==> src/rtl/pmat_pkg.sv <==
// Shared constants, trend codes and types for the per-channel moving average block.
`default_nettype none

package pmat_pkg;

   // Default sizes of the block.
   localparam int CHANNELS_DEF = 16;
   localparam int WINDOW_DEF   = 4;

   // Fixed field widths.
   localparam int CHAN_W  = 4;
   localparam int PRICE_W = 32;
   localparam int TREND_W = 2;

   // Packed stream widths, rounded up to whole bytes.
   localparam int REQ_DATA_W = 40;
   localparam int RSP_DATA_W = 40;

   // Trend codes.
   localparam logic [TREND_W-1:0] TREND_UP   = 2'd0;
   localparam logic [TREND_W-1:0] TREND_DOWN = 2'd1;
   localparam logic [TREND_W-1:0] TREND_SAME = 2'd2;

   // Status of the shared divider as seen by the sequencer.
   typedef struct packed {
      logic busy;
      logic done;
   } div_status_type;

endpackage

`default_nettype wire

==> src/rtl/pmat_window.sv <==
// Price window memory for all channels, one write and one registered read port.
`default_nettype none

module pmat_window #(
   parameter int CHANNELS = pmat_pkg::CHANNELS_DEF,
   parameter int WINDOW   = pmat_pkg::WINDOW_DEF,
   localparam int DEPTH   = CHANNELS * WINDOW,
   localparam int ADDR_W  = (DEPTH > 1) ? $clog2(DEPTH) : 1
) (
   input  wire logic                         clock,
   input  wire logic                         wr_en,
   input  wire logic [ADDR_W-1:0]            wr_addr,
   input  wire logic [pmat_pkg::PRICE_W-1:0] wr_data,
   input  wire logic                         rd_en,
   input  wire logic [ADDR_W-1:0]            rd_addr,
   output logic      [pmat_pkg::PRICE_W-1:0] rd_data
);

   logic [pmat_pkg::PRICE_W-1:0] mem [DEPTH];
   logic [pmat_pkg::PRICE_W-1:0] rd_data_ff;

   // Write port and registered read port.
   always_ff @(posedge clock) begin
      if (wr_en) begin
         mem[wr_addr] <= wr_data;
      end
      if (rd_en) begin
         rd_data_ff <= mem[rd_addr];
      end
   end

   assign rd_data = rd_data_ff;

endmodule

`default_nettype wire

==> src/rtl/pmat_divider.sv <==
// Restoring divider that produces one quotient bit per cycle.
`default_nettype none

module pmat_divider #(
   parameter int WINDOW  = pmat_pkg::WINDOW_DEF,
   localparam int CNT_W  = $clog2(WINDOW + 1),
   localparam int SUM_W  = pmat_pkg::PRICE_W + CNT_W,
   localparam int STEP_W = $clog2(SUM_W + 1)
) (
   input  wire logic                         clock,
   input  wire logic                         reset,
   input  wire logic                         start,
   input  wire logic [SUM_W-1:0]             dividend,
   input  wire logic [CNT_W-1:0]             divisor,
   output logic      [pmat_pkg::PRICE_W-1:0] quotient,
   output pmat_pkg::div_status_type          status
);

   import pmat_pkg::*;

   logic [SUM_W-1:0]  work_ff, work_in;
   logic [CNT_W-1:0]  rem_ff, rem_in;
   logic [CNT_W-1:0]  div_ff, div_in;
   logic [STEP_W-1:0] step_ff, step_in;
   logic              done_ff, done_in;

   logic [CNT_W:0]    trial;
   logic [CNT_W:0]    diff;
   logic              fits;

   // One trial subtraction per step.
   assign trial = {rem_ff, work_ff[SUM_W-1]};
   assign diff  = trial - {1'b0, div_ff};
   assign fits  = (trial >= {1'b0, div_ff});

   // Quotient bits shift in at the bottom while the dividend shifts out at the top.
   always_comb begin
      work_in = work_ff;
      rem_in  = rem_ff;
      div_in  = div_ff;
      step_in = step_ff;
      done_in = 1'b0;
      if (start) begin
         work_in = dividend;
         rem_in  = '0;
         div_in  = divisor;
         step_in = STEP_W'(SUM_W);
      end else if (step_ff != '0) begin
         work_in = {work_ff[SUM_W-2:0], fits};
         rem_in  = fits ? diff[CNT_W-1:0] : trial[CNT_W-1:0];
         step_in = step_ff - STEP_W'(1);
         done_in = (step_ff == STEP_W'(1));
      end
   end

   // Control registers.
   always_ff @(posedge clock) begin
      if (reset) begin
         step_ff <= '0;
         done_ff <= 1'b0;
      end else begin
         step_ff <= step_in;
         done_ff <= done_in;
      end
   end

   // Datapath registers.
   always_ff @(posedge clock) begin
      work_ff <= work_in;
      rem_ff  <= rem_in;
      div_ff  <= div_in;
   end

   assign quotient    = work_ff[PRICE_W-1:0];
   assign status.busy = (step_ff != '0);
   assign status.done = done_ff;

endmodule

`default_nettype wire

==> src/rtl/per_channel_moving_average_trend.sv <==
// Per-channel moving average with price and average trend codes, top level.
// An accepted beat passes through LOAD (ring update and window write), SUM (serial window
// sum), DIV (bit-serial divide) and FINISH before it reaches the response register.
// The block takes one item at a time: req_tready is high only while idle, so the serial
// window sum, the bit-serial divider and any response stall set the gap between beats.
// A channel outside CHANNELS goes straight to FINISH, skipping the window and divider.
// Reset is synchronous and clears all per-channel history; no clearing pass is needed.
`default_nettype none

module per_channel_moving_average_trend #(
   parameter int CHANNELS = pmat_pkg::CHANNELS_DEF,
   parameter int WINDOW   = pmat_pkg::WINDOW_DEF
) (
   input  wire logic                            clock,
   input  wire logic                            reset,
   // Request: channel [3:0], price [35:4], zero [39:36].
   input  wire logic                            req_tvalid,
   output logic                                 req_tready,
   input  wire logic [pmat_pkg::REQ_DATA_W-1:0] req_tdata,
   // Response: channel_out [3:0], average [35:4], price_trend [37:36],
   // average_trend [39:38].
   output logic                                 rsp_tvalid,
   input  wire logic                            rsp_tready,
   output logic      [pmat_pkg::RSP_DATA_W-1:0] rsp_tdata
);

   import pmat_pkg::*;

   localparam int CH_W   = (CHANNELS > 1) ? $clog2(CHANNELS) : 1;
   localparam int SLOT_W = (WINDOW > 1) ? $clog2(WINDOW) : 1;
   localparam int CNT_W  = $clog2(WINDOW + 1);
   localparam int MOD_W  = CNT_W + 1;
   localparam int SUM_W  = PRICE_W + CNT_W;
   localparam int DEPTH  = CHANNELS * WINDOW;
   localparam int ADDR_W = (DEPTH > 1) ? $clog2(DEPTH) : 1;
   localparam int ST_W   = CNT_W + SLOT_W + 2 * PRICE_W;

   // Sequencer states.
   localparam logic [2:0] S_IDLE   = 3'd0;
   localparam logic [2:0] S_LOAD   = 3'd1;
   localparam logic [2:0] S_SUM    = 3'd2;
   localparam logic [2:0] S_DIV    = 3'd3;
   localparam logic [2:0] S_FINISH = 3'd4;

   logic [2:0]          state_ff, state_in;
   logic [CHAN_W-1:0]   ch_ff, ch_in;
   logic [PRICE_W-1:0]  price_ff, price_in;
   logic                oor_ff, oor_in;
   logic [CNT_W-1:0]    fill_ff, fill_in;
   logic [SLOT_W-1:0]   oldest_ff, oldest_in;
   logic [PRICE_W-1:0]  last_price_ff, last_price_in;
   logic [PRICE_W-1:0]  last_avg_ff, last_avg_in;
   logic [CNT_W-1:0]    idx_ff, idx_in;
   logic                pend_ff, pend_in;
   logic [SUM_W-1:0]    sum_ff, sum_in;
   logic                rsp_valid_ff, rsp_valid_in;
   logic [RSP_DATA_W-1:0] rsp_data_ff, rsp_data_in;
   logic [CHANNELS-1:0] chan_valid_ff;
   logic [ST_W-1:0]     st_rd_ff;
   logic [ST_W-1:0]     st_mem [CHANNELS];

   logic [8:0]          req_ch_wide, ch_wide;
   logic [CH_W-1:0]     req_idx, ch_idx;
   logic                req_take, req_in_range;
   logic                old_valid;
   logic [CNT_W-1:0]    cur_fill;
   logic [SLOT_W-1:0]   cur_oldest;
   logic [PRICE_W-1:0]  cur_last_price, cur_last_avg;
   logic [SLOT_W-1:0]   wr_slot, rd_slot;
   logic [CNT_W-1:0]    new_fill;
   logic [SLOT_W-1:0]   new_oldest;
   logic                win_wr_en, win_rd_en;
   logic [ADDR_W-1:0]   win_wr_addr, win_rd_addr;
   logic [PRICE_W-1:0]  win_rd_data;
   logic                div_start;
   logic [PRICE_W-1:0]  div_quotient;
   div_status_type      div_stat;
   logic                out_can, st_wr;
   logic [PRICE_W-1:0]  avg_val;
   logic [TREND_W-1:0]  price_trend, avg_trend;

   // Ring position modulo WINDOW for a value below twice WINDOW.
   function automatic logic [SLOT_W-1:0] wrap_slot(input logic [MOD_W-1:0] v);
      logic [MOD_W-1:0] r;
      r = (v >= MOD_W'(WINDOW)) ? (v - MOD_W'(WINDOW)) : v;
      return r[SLOT_W-1:0];
   endfunction

   // Window memory address of a channel's slot.
   function automatic logic [ADDR_W-1:0] addr_of(input logic [CH_W-1:0] ch,
                                                 input logic [SLOT_W-1:0] slot);
      logic [12:0] w;
      w = 13'(ch) * 13'(WINDOW) + 13'(slot);
      return w[ADDR_W-1:0];
   endfunction

   // Unsigned three-way compare.
   function automatic logic [TREND_W-1:0] trend_of(input logic [PRICE_W-1:0] now,
                                                   input logic [PRICE_W-1:0] prev);
      logic [TREND_W-1:0] t;
      if (now > prev) begin
         t = TREND_UP;
      end else if (now < prev) begin
         t = TREND_DOWN;
      end else begin
         t = TREND_SAME;
      end
      return t;
   endfunction

   // Channel indexes and range check.
   assign req_ch_wide  = {5'b0, req_tdata[CHAN_W-1:0]};
   assign req_idx      = req_ch_wide[CH_W-1:0];
   assign req_in_range = (req_ch_wide < 9'(CHANNELS));
   assign ch_wide      = {5'b0, ch_ff};
   assign ch_idx       = ch_wide[CH_W-1:0];

   assign req_tready = (state_ff == S_IDLE);
   assign req_take   = req_tvalid && req_tready;

   // Per-channel state as read; a channel never written reads as all zero.
   assign old_valid      = chan_valid_ff[ch_idx];
   assign cur_fill       = old_valid ? st_rd_ff[ST_W-1 -: CNT_W] : '0;
   assign cur_oldest     = old_valid ? st_rd_ff[2*PRICE_W +: SLOT_W] : '0;
   assign cur_last_price = old_valid ? st_rd_ff[PRICE_W +: PRICE_W] : '0;
   assign cur_last_avg   = old_valid ? st_rd_ff[0 +: PRICE_W] : '0;

   // Ring update: append while filling, else overwrite the oldest slot.
   always_comb begin
      if (cur_fill < CNT_W'(WINDOW)) begin
         wr_slot    = wrap_slot(MOD_W'(cur_oldest) + MOD_W'(cur_fill));
         new_fill   = cur_fill + CNT_W'(1);
         new_oldest = cur_oldest;
      end else begin
         wr_slot    = cur_oldest;
         new_fill   = cur_fill;
         new_oldest = wrap_slot(MOD_W'(cur_oldest) + MOD_W'(1));
      end
   end

   // Window memory ports.
   assign win_wr_en   = (state_ff == S_LOAD);
   assign win_wr_addr = addr_of(ch_idx, wr_slot);
   assign rd_slot     = wrap_slot(MOD_W'(oldest_ff) + MOD_W'(idx_ff));
   assign win_rd_en   = (state_ff == S_SUM) && (idx_ff < fill_ff);
   assign win_rd_addr = addr_of(ch_idx, rd_slot);

   pmat_window #(
      .CHANNELS (CHANNELS),
      .WINDOW   (WINDOW)
   ) u_window (
      .clock   (clock),
      .wr_en   (win_wr_en),
      .wr_addr (win_wr_addr),
      .wr_data (price_ff),
      .rd_en   (win_rd_en),
      .rd_addr (win_rd_addr),
      .rd_data (win_rd_data)
   );

   // The divide starts once the last window read has been added in.
   assign div_start = (state_ff == S_SUM) && (idx_ff == fill_ff) && !pend_ff;

   pmat_divider #(
      .WINDOW (WINDOW)
   ) u_divider (
      .clock    (clock),
      .reset    (reset),
      .start    (div_start),
      .dividend (sum_ff),
      .divisor  (fill_ff),
      .quotient (div_quotient),
      .status   (div_stat)
   );

   // Result fields.
   assign out_can     = !rsp_valid_ff || rsp_tready;
   assign avg_val     = oor_ff ? '0 : div_quotient;
   assign price_trend = oor_ff ? TREND_SAME : trend_of(price_ff, last_price_ff);
   assign avg_trend   = oor_ff ? TREND_SAME : trend_of(avg_val, last_avg_ff);
   assign st_wr       = (state_ff == S_FINISH) && out_can && !oor_ff;

   // Sequencer and datapath next values.
   always_comb begin
      state_in      = state_ff;
      ch_in         = ch_ff;
      price_in      = price_ff;
      oor_in        = oor_ff;
      fill_in       = fill_ff;
      oldest_in     = oldest_ff;
      last_price_in = last_price_ff;
      last_avg_in   = last_avg_ff;
      idx_in        = idx_ff;
      pend_in       = pend_ff;
      sum_in        = sum_ff;
      rsp_data_in   = rsp_data_ff;
      rsp_valid_in  = rsp_valid_ff && !rsp_tready;
      unique case (state_ff)
         S_IDLE: begin
            if (req_take) begin
               ch_in    = req_tdata[CHAN_W-1:0];
               price_in = req_tdata[CHAN_W +: PRICE_W];
               oor_in   = !req_in_range;
               state_in = req_in_range ? S_LOAD : S_FINISH;
            end
         end
         S_LOAD: begin
            fill_in       = new_fill;
            oldest_in     = new_oldest;
            last_price_in = cur_last_price;
            last_avg_in   = cur_last_avg;
            idx_in        = '0;
            pend_in       = 1'b0;
            sum_in        = '0;
            state_in      = S_SUM;
         end
         S_SUM: begin
            if (win_rd_en) begin
               idx_in = idx_ff + CNT_W'(1);
            end
            pend_in = win_rd_en;
            if (pend_ff) begin
               sum_in = sum_ff + SUM_W'(win_rd_data);
            end
            if (div_start) begin
               state_in = S_DIV;
            end
         end
         S_DIV: begin
            if (div_stat.done) begin
               state_in = S_FINISH;
            end
         end
         S_FINISH: begin
            if (out_can) begin
               rsp_data_in  = {avg_trend, price_trend, avg_val, ch_ff};
               rsp_valid_in = 1'b1;
               state_in     = S_IDLE;
            end
         end
         default: begin
            state_in = S_IDLE;
         end
      endcase
   end

   // Control registers.
   always_ff @(posedge clock) begin
      if (reset) begin
         state_ff      <= S_IDLE;
         idx_ff        <= '0;
         pend_ff       <= 1'b0;
         rsp_valid_ff  <= 1'b0;
         chan_valid_ff <= '0;
      end else begin
         state_ff     <= state_in;
         idx_ff       <= idx_in;
         pend_ff      <= pend_in;
         rsp_valid_ff <= rsp_valid_in;
         if (st_wr) begin
            chan_valid_ff[ch_idx] <= 1'b1;
         end
      end
   end

   // Payload registers.
   always_ff @(posedge clock) begin
      ch_ff         <= ch_in;
      price_ff      <= price_in;
      oor_ff        <= oor_in;
      fill_ff       <= fill_in;
      oldest_ff     <= oldest_in;
      last_price_ff <= last_price_in;
      last_avg_ff   <= last_avg_in;
      sum_ff        <= sum_in;
      rsp_data_ff   <= rsp_data_in;
   end

   // Per-channel state memory: read on acceptance, written back with the result.
   always_ff @(posedge clock) begin
      if (req_take) begin
         st_rd_ff <= st_mem[req_idx];
      end
      if (st_wr) begin
         st_mem[ch_idx] <= {fill_ff, oldest_ff, price_ff, avg_val};
      end
   end

   assign rsp_tvalid = rsp_valid_ff;
   assign rsp_tdata  = rsp_data_ff;

`ifndef ASSERT_OFF
   a_ready_drops: assert property (@(posedge clock) disable iff (reset)
      (req_tvalid && req_tready) |=> !req_tready)
      else $error("request accepted but block stayed ready");

   a_done_in_div: assert property (@(posedge clock) disable iff (reset)
      div_stat.done |-> (state_ff == S_DIV))
      else $error("divider finished outside the divide state");

   a_div_busy: assert property (@(posedge clock) disable iff (reset)
      ((state_ff == S_DIV) && !div_stat.done) |-> div_stat.busy)
      else $error("sequencer waits on an idle divider");

   a_idx_bound: assert property (@(posedge clock) disable iff (reset)
      (state_ff == S_SUM) |-> (idx_ff <= fill_ff))
      else $error("window read index ran past the fill count");

   a_result_out: assert property (@(posedge clock) disable iff (reset)
      ((state_ff == S_FINISH) && (!rsp_valid_ff || rsp_tready))
      |=> (rsp_valid_ff && (state_ff == S_IDLE)))
      else $error("finished item did not reach the response register");
`endif

endmodule

`default_nettype wire

==> config.mk <==
export PLATFORM = sky130hd
export DESIGN_NAME = per_channel_moving_average_trend
export DESIGN_NICKNAME = d
export VERILOG_FILES = /design/src/rtl/pmat_pkg.sv /design/src/rtl/pmat_window.sv /design/src/rtl/pmat_divider.sv /design/src/rtl/per_channel_moving_average_trend.sv
export SDC_FILE = /design/constraint.sdc
export NUM_CORES = 2
export LEC_CHECK = 0
export BUFFER_PORTS_ARGS = -buffer_cell sky130_fd_sc_hd__buf_2
export CORE_ASPECT_RATIO = 2
export CORE_MARGIN = 2
export CORE_UTILIZATION = 30
export CTS_CLUSTER_DIAMETER = 200
export DETAILED_ROUTE_END_ITERATION = 7
export MAX_ROUTING_LAYER = met4
export SYNTH_ARGS = -nofsm -noshare
export SYNTH_HDL_FRONTEND = slang
export SYNTH_SLANG_ARGS = --single-unit
export TNS_END_PERCENT = 100
==> constraint.sdc <==
create_clock -name clock -period 7.7 [get_ports clock]
set_input_delay 0.385 -clock clock [delete_from_list [all_inputs] [get_ports clock]]
set_output_delay 0.385 -clock clock [all_outputs]
set_load 0.05 [all_outputs]
# Word-level counts from Yosys, hierarchy flattened
# Memory sizes are Yosys's and may differ from the RTL's. A register that Yosys moved wholly into a read port is not among the register bits.
# Index checks and enable logic that the tools add are counted.
[classes]
add_sub_neg = 13
n_lt_le_gt_ge = 13
eq_ne = 12
muxes = 39
n_bitwise = 2
reduce_logical = 27
[op_table]
columns = ["cell", "n"]
rows = [
  ["$mux 35", 3],
  ["$pmux 35 s2", 1],
  ["$gt 32x32->1", 2],
  ["$lt 32x32->1", 2],
  ["$add 35x32->35", 1],
  ["$mux 32", 1],
  ["$mux 3", 9],
  ["$mux 2", 10],
  ["$or 16x16->16", 1],
  ["$pmux 3 s5", 1],
  ["$add 6x2->6", 2],
  ["$mux 6", 2],
  ["$lt 4x5->1 const B", 2],
  ["$add 2x3->4", 2],
  ["$ge 4x3->1 const B", 2],
  ["$logic_and 1x1->1", 8],
  ["$mux 1", 8],
  ["$reduce_and 2->1", 4],
  ["$add 3x1->3 const B", 2],
  ["$eq 3x2->1 const B", 2],
  ["$eq 6x1->1 const B", 1],
  ["$ne 2x1->1 const B", 3],
  ["$ne 2x2->1 const B", 3],
  ["$pmux 3 s2", 1],
  ["24 further kinds", 33],
]
[totals]
register_bits = 253
mem_bits_rw = 3152
inputBits = 44
mem_count = 2
[mem_list]
columns = ["memory", "words", "width", "rd", "rd_ports_with_merged_regs", "write_ports", "line", "source"]
rows = [
  ["u_window.mem", 64, 32, 1, 1, 1, "pmat_window.sv:19", "logic [pmat_pkg::PRICE_W-1:0] mem [DEPTH];"],
  ["st_mem", 16, 69, 1, 1, 1, "per_channel_moving_average_trend.sv:60", "logic [ST_W-1:0] st_mem [CHANNELS];"],
]

# Logic depth before layout (Yosys ltp)
[depth]
depth_word = 8
ltp_mapped = 14
mapped_depth_nobuf = 11

# By module
# Synthesis repeated with hierarchy kept, for this count alone.
[unflattened]
hier_cells = 6053
area_unflattened_um2 = 135467.4
[by_module_without_submodules]
columns = ["module", "n_inst", "cells_per_inst", "area_each_um2", "seq_area_each_um2"]
rows = [
  ["pmat_window", 1, 3324, 78835.6, 62459.9],
  ["per_channel_moving_average_trend", 1, 2551, 54228.3, 41109.4],
  ["pmat_divider", 1, 178, 2403.6, 1341.3],
]

# Worst setup path before layout
# OpenSTA, ideal clock, no wires.
[synth_path]
kind = "register -> register"
from = "reg rsp_valid_ff (netlist: rsp_tvalid)"
to = "mem st_mem[11][0] in the netlist's numbering (enable)"
arrival_time_ps = 5284
t_required_ps = 7202
path_slack_ps = 1918
path_stages_with_launch = 6
path_buffers = 1
period_less_slack_ps = 5782
path_cell_list = "dfxtp_1 -> nand2b_1 -> and3_1 -> clkbuf_1 -> nand2_1 -> nor2_1"
[synth_between]
elab_chain_len = 6
[synth_lines]
columns = ["element", "line", "source"]
rows = [
  ["from (decl)", "per_channel_moving_average_trend.sv:56", "logic rsp_valid_ff, rsp_valid_in;"],
  ["from (signal assigned)", "per_channel_moving_average_trend.sv:259", "rsp_valid_ff <= rsp_valid_in;"],
  ["$logic_not 1->1", "per_channel_moving_average_trend.sv:177", "assign out_can = !rsp_valid_ff || rsp_tready;"],
  ["$logic_or 1x1->1", "per_channel_moving_average_trend.sv:177", ""],
  ["$logic_and 1x1->1 (2 in a row)", "per_channel_moving_average_trend.sv:181", "assign st_wr = (state_ff == S_FINISH) && out_can && !oor_ff;"],
  ["named net st_wr", "per_channel_moving_average_trend.sv:78", "logic out_can, st_wr;"],
  ["$mux 1", "per_channel_moving_average_trend.sv:284", "if (st_wr) begin"],
  ["$mux 1 (not written as such)", "per_channel_moving_average_trend.sv:285", "st_mem[ch_idx] <= {fill_ff, oldest_ff, price_ff, avg_val};"],
  ["to (decl)", "per_channel_moving_average_trend.sv:60", ""],
]
# The timed path passes the listed nets, and every way through them passes these cells.

# Final worst setup path
[layout_path]
from = "reg oldest_ff[0]"
to = "reg u_window.rd_data_ff, in the netlist u_window.rd_data[6] (read register of u_window.mem), data pin"
[layout_between]
elab_chain_len = 4
[layout_lines]
columns = ["element", "line", "source"]
rows = [
  ["from (decl)", "per_channel_moving_average_trend.sv:50", "logic [SLOT_W-1:0] oldest_ff, oldest_in;"],
  ["from (signal assigned)", "per_channel_moving_average_trend.sv:272", "oldest_ff <= oldest_in;"],
  ["$add 2x3->4 *", "per_channel_moving_average_trend.sv:144", "assign rd_slot = wrap_slot(MOD_W'(oldest_ff) + MOD_W'(idx_ff));"],
  ["$ge 4x3->1 or $sub 2x1->2 (tied branches)", "per_channel_moving_average_trend.sv:85", "r = (v >= MOD_W'(WINDOW)) ? (v - MOD_W'(WINDOW)) : v;"],
  ["$mux 2 *", "per_channel_moving_average_trend.sv:85", ""],
  ["$add 6x2->6 *", "per_channel_moving_average_trend.sv:93", "w = 13'(ch) * 13'(WINDOW) + 13'(slot);"],
  ["to (decl)", "pmat_window.sv:20", "logic [pmat_pkg::PRICE_W-1:0] rd_data_ff;"],
]
# Every way passes the cells marked *; elsewhere a longest branch is shown, timed or not.
# A chain may end at the register's enable or synchronous reset.

==> metrics.csv <==
stage;metric;value;unit
power;Pleak;49.13;nW
placed_design;Area after DPL;144800;um^2
logic_synthesis;Post-Synth XOR/XNOR Area;0.2500;%
finish;fillers;42295;
sta;final hold vios;0;
logic_synthesis;mapped cell area;135600;um^2
sta;FMAX;163.6;MHz
critical_path;critical path cell sequence;ha_4 -> xor2_2 -> xor2_4 -> buf_4 -> buf_4 -> buf_4 -> nand2_1 -> a32oi_1 -> nand4_1 -> o21ai_0 -> or3_1;
logic_synthesis;post-synth top area share;76.85;%
sta;Final Cycle Share;79.36;%
critical_path;Worst Setup Start Kind;flop;
outcome;run status;complete, but fails checks;
clock_tree;CTS Sinks;3505;
clock_tree;htree depth;5;
clock_tree;Post-CTS Hold Buffers;35;
logic_synthesis;post-synthesis adder-cell area fraction;1.035;%
die;Core Area;450600;um^2
power;combinational power share;9.0;%
grt;global-route layer with the greatest usage;met2;
sta;Slew HR;-1.770;%
sta;Final Slew Violations;15;
critical_path;Crit path max-delay family;buffers and inverters;
grt;number of global-route vias before repair;75092;
logic_synthesis;Mapped Cells;7823;
critical_path;cell mode on critical path;buf_4;
sta;skew final;0.04909;ns
power;total power;41.18;mW
die;Die Height;954.9;um
logic_synthesis;Cell variety after synth;70;
logic_synthesis;Synth Area in Simple Gates;6.813;%
critical_path;slowest CP cell;o21ai_0;
logic_synthesis;Synth Flop Type;edfxtp_1;
min_path;worst hold path stage count;1;
grt;GR Util met2;31.34;%
critical_path;Worst R2R Path Depth;11;
die;Site Rows;349;
logic_synthesis;largest family of logic cells by synthesized area;multiplexers;
logic_synthesis;top cells by count, synth;edfxtp_1, nand2_1, mux4_2;
logic_synthesis;leading area contributor after synthesis;edfxtp_1;
clock_tree;CTS tree;done;
logic_synthesis;Compound-Gate Fraction of Synth Area;4.155;%
routing;routed length per instance;27.61;um
power;PwrDens;265.8;nW/um^2
grt;pin count of the biggest net entering global routing;140;
logic_synthesis;count leader, synth;edfxtp_1;
clock_tree;CTS max path bufs;4;
logic_synthesis;syn_nets;7978;
routing;DRT iter0 DRCs;7231;
grt;met3 usage;1.812;%
logic_synthesis;mux cell area share after synthesis;8.821;%
routing;vias per cell;5.098;
die;total die area;457800;um^2
power;Switching Share;24.39;%
critical_path;WP buf/inv;3;
finish;Layout area overhead;14.25;%
clock_tree;worst-skew pair later-pin latency;0.90;ns
power;power share of the clock group;36.7;%
min_path;worst hold path type;in -> reg;
critical_path;crit end category;flop;
sta;min Tclk post-route;6.111;ns
sta;RSZ-0062 raised after global routing;no;
routing;final wirelength;396900;um
logic_synthesis;top cells by area, synth;edfxtp_1, mux4_2, nand2_1;
placed_design;hpwl dp;241000;um
logic_synthesis;Seq cells post-synth;3505;
job;max cap viols;1;
sta;final setup vio count;0;
critical_path;Setup CP Type;reg -> reg;
logic_synthesis;Async S/R FF share, synth;0;%
logic_synthesis;Synth Area per Inst;17.34;um^2
placed_design;Port Buffers;81;
sta;Worst-Margin Slew;1.522;ns
grt;met1 usage;17.29;%
grt;total grt overflow;0;
power;Int Pwr;31.14;mW
clock_tree;Num CTS Buffers;288;
clock_tree;# Post-CTS Setup Buffers;0;
outcome;failing checks;max-capacitance violations, max-slew violations;
clock_tree;Reg clk slew, reported paths;0.07;ns
finish;Finished Cell Area;155000;um^2
critical_path;CP arrival;6.87;ns
grt;GRT Overall Usage;17.39;%
power;total net switching power;10.04;mW
routing;remaining antenna violation count;0;
logic_synthesis;number of synthesized flops with an enable pin;3471;
sta;TNS Setup;0;ns
grt;initial antenna violation count;32;
routing;drt pass-1 iters;8;
critical_path;CP max stage delay;1.20;ns
critical_path;Critical Path RT;8.45;ns
logic_synthesis;sequential cell area fraction in the yosys report;77.35;%
clock_tree;root buffer selected by CTS;clkbuf_16;
routing;DRC;0;
power;sequential power share;54.3;%
grt;first-pass GRT wire length;556500;um
die;starting density of the core;30.10;%
clock_tree;# resized after CTS;0;
die;die span in x;479.4;um
finish;ratio of cells with drive above 1 in the final layout;15.62;%
placed_design;gpl congestion;0.9306;
die;I/O Pins;86;
logic_synthesis;synth warn;0;
power;VDD IR max;0.0001674;V
routing;routed vias;73299;
finish;final net count;8214;
critical_path;CP max FO;42;
critical_path;Stages on worst setup path;11;
[worst paths after layout]
path,from,slack [ns],endpoint
hold reg to reg,chan_valid_ff[13],0.47,chan_valid_ff[13]
setup reg to reg,oldest_ff[0],1.59,u_window.rd_data[6]
setup / recovery,oldest_ff[0],1.59,u_window.rd_data[6]
hold / removal,req_tdata[3],0.18,ch_ff[3]
[flip-flops by register name, indices dropped and copies added (netlist names), 4 cells and up]
name,flops
u_divider.step_ff,6
chan_valid_ff,16
last_price_ff,32
price_ff,32
st_mem,1104
last_avg_ff,32
u_window.rd_data,32
st_rd_ff,69
sum_ff,35
u_window.mem,2048
ch_ff,4
u_divider.work_ff,35
rsp_tdata,40
[power groups by stage]
stage	registers, mW	clock network (mW)	logic (mW)
after global routing	22.4	16.0	3.94
after detailed placement	22.8	0	3.68
after global placement	22.7	0	3.60
final	22.3	15.1	3.71
after CTS	22.4	15.3	3.70
after floorplan	22.7	0	1.91
[cell type report]
type	count	area, um^2	share of cell area, %
Sequential cell	3505	104900	67.70
Inverter	91	344.1	0.2221
Clock buffer	336	7641	4.931
Clock inverter	172	1809	1.168
Tap cell	5967	7466	4.818
Timing Repair Buffer	366	3112	2.008
Multi-Input combinational cell	3807	29340	18.93
Antenna cell	133	332.8	0.2148
[worst register-to-register path, cell delays in order, from the launching register on]
cell and delay, ns:
edfxtp_1 0.75, ha_4 0.24, xor2_2 0.37, xor2_4 0.67, buf_4 0.46, buf_4 0.58, buf_4 0.57, nand2_1 0.13
a32oi_1 0.20, nand4_1 0.58, o21ai_0 1.21, or3_1 0.24
[routing by layer]
metal	part of all wire, %	vias up
met5	0	-
met4	8.2	0
met3	4.9	816
met2	54	2799
met1	33	38482
li1	-	31202
[kinds of logic (layout without fill, tap and decap cells)]
group,after synthesis,after routing
DFF,3505,3505
and+or+nand+nor,2175,2175
AOI/OAI and AO/OA,808,808
muxes,676,676
buffers and inverters,511,965
adders and majority gates,111,111
xor gates and xnor gates,37,37
other,0,133
[cells in the final DEF (no fill, tap or decap), drive strengths merged, types with 6 or more instances in the layout]
| master | count |
|---|---|
| edfxtp | 3471 |
| nand2 | 1332 |
| mux4 | 415 |
| nor2 | 358 |
| clkbuf | 336 |
| buf | 331 |
| mux2i | 260 |
| a31oi | 197 |
| a32oi | 192 |
| nand3 | 148 |
| nand4 | 146 |
| o21ai | 134 |
| diode | 133 |
| ha | 109 |
| clkinv | 108 |
| inv | 105 |
| a21oi | 90 |
| and2 | 78 |
| a32o | 62 |
| o22ai | 54 |
| or3 | 35 |
| dlygate4sd3 | 35 |
| dfxtp | 34 |
| bufinv | 30 |
| nor3 | 25 |
| a21o | 21 |
| clkinvlp | 20 |
| xnor2 | 19 |
| xor2 | 18 |
| nor2b | 15 |
| nand2b | 15 |
| a211oi | 10 |
| o21bai | 10 |
| o21a | 7 |
| and3 | 6 |
[stage by stage]
step	hold slack [ns]	std cells	utilization (%)	setup slack [ns]
5_1_grt	0.1702	14368	34.38	1.610
6_report	0.1810	14377	34.39	1.589
3_5_place_dp	0.4556	13701	32.14	1.747
3_3_place_gp	0.4455	13701	32.14	1.810
4_1_cts	0.1223	14244	34.31	1.678
2_1_floorplan	0.4244	7823	-	1.918
(Power assumes the default switching activity.)
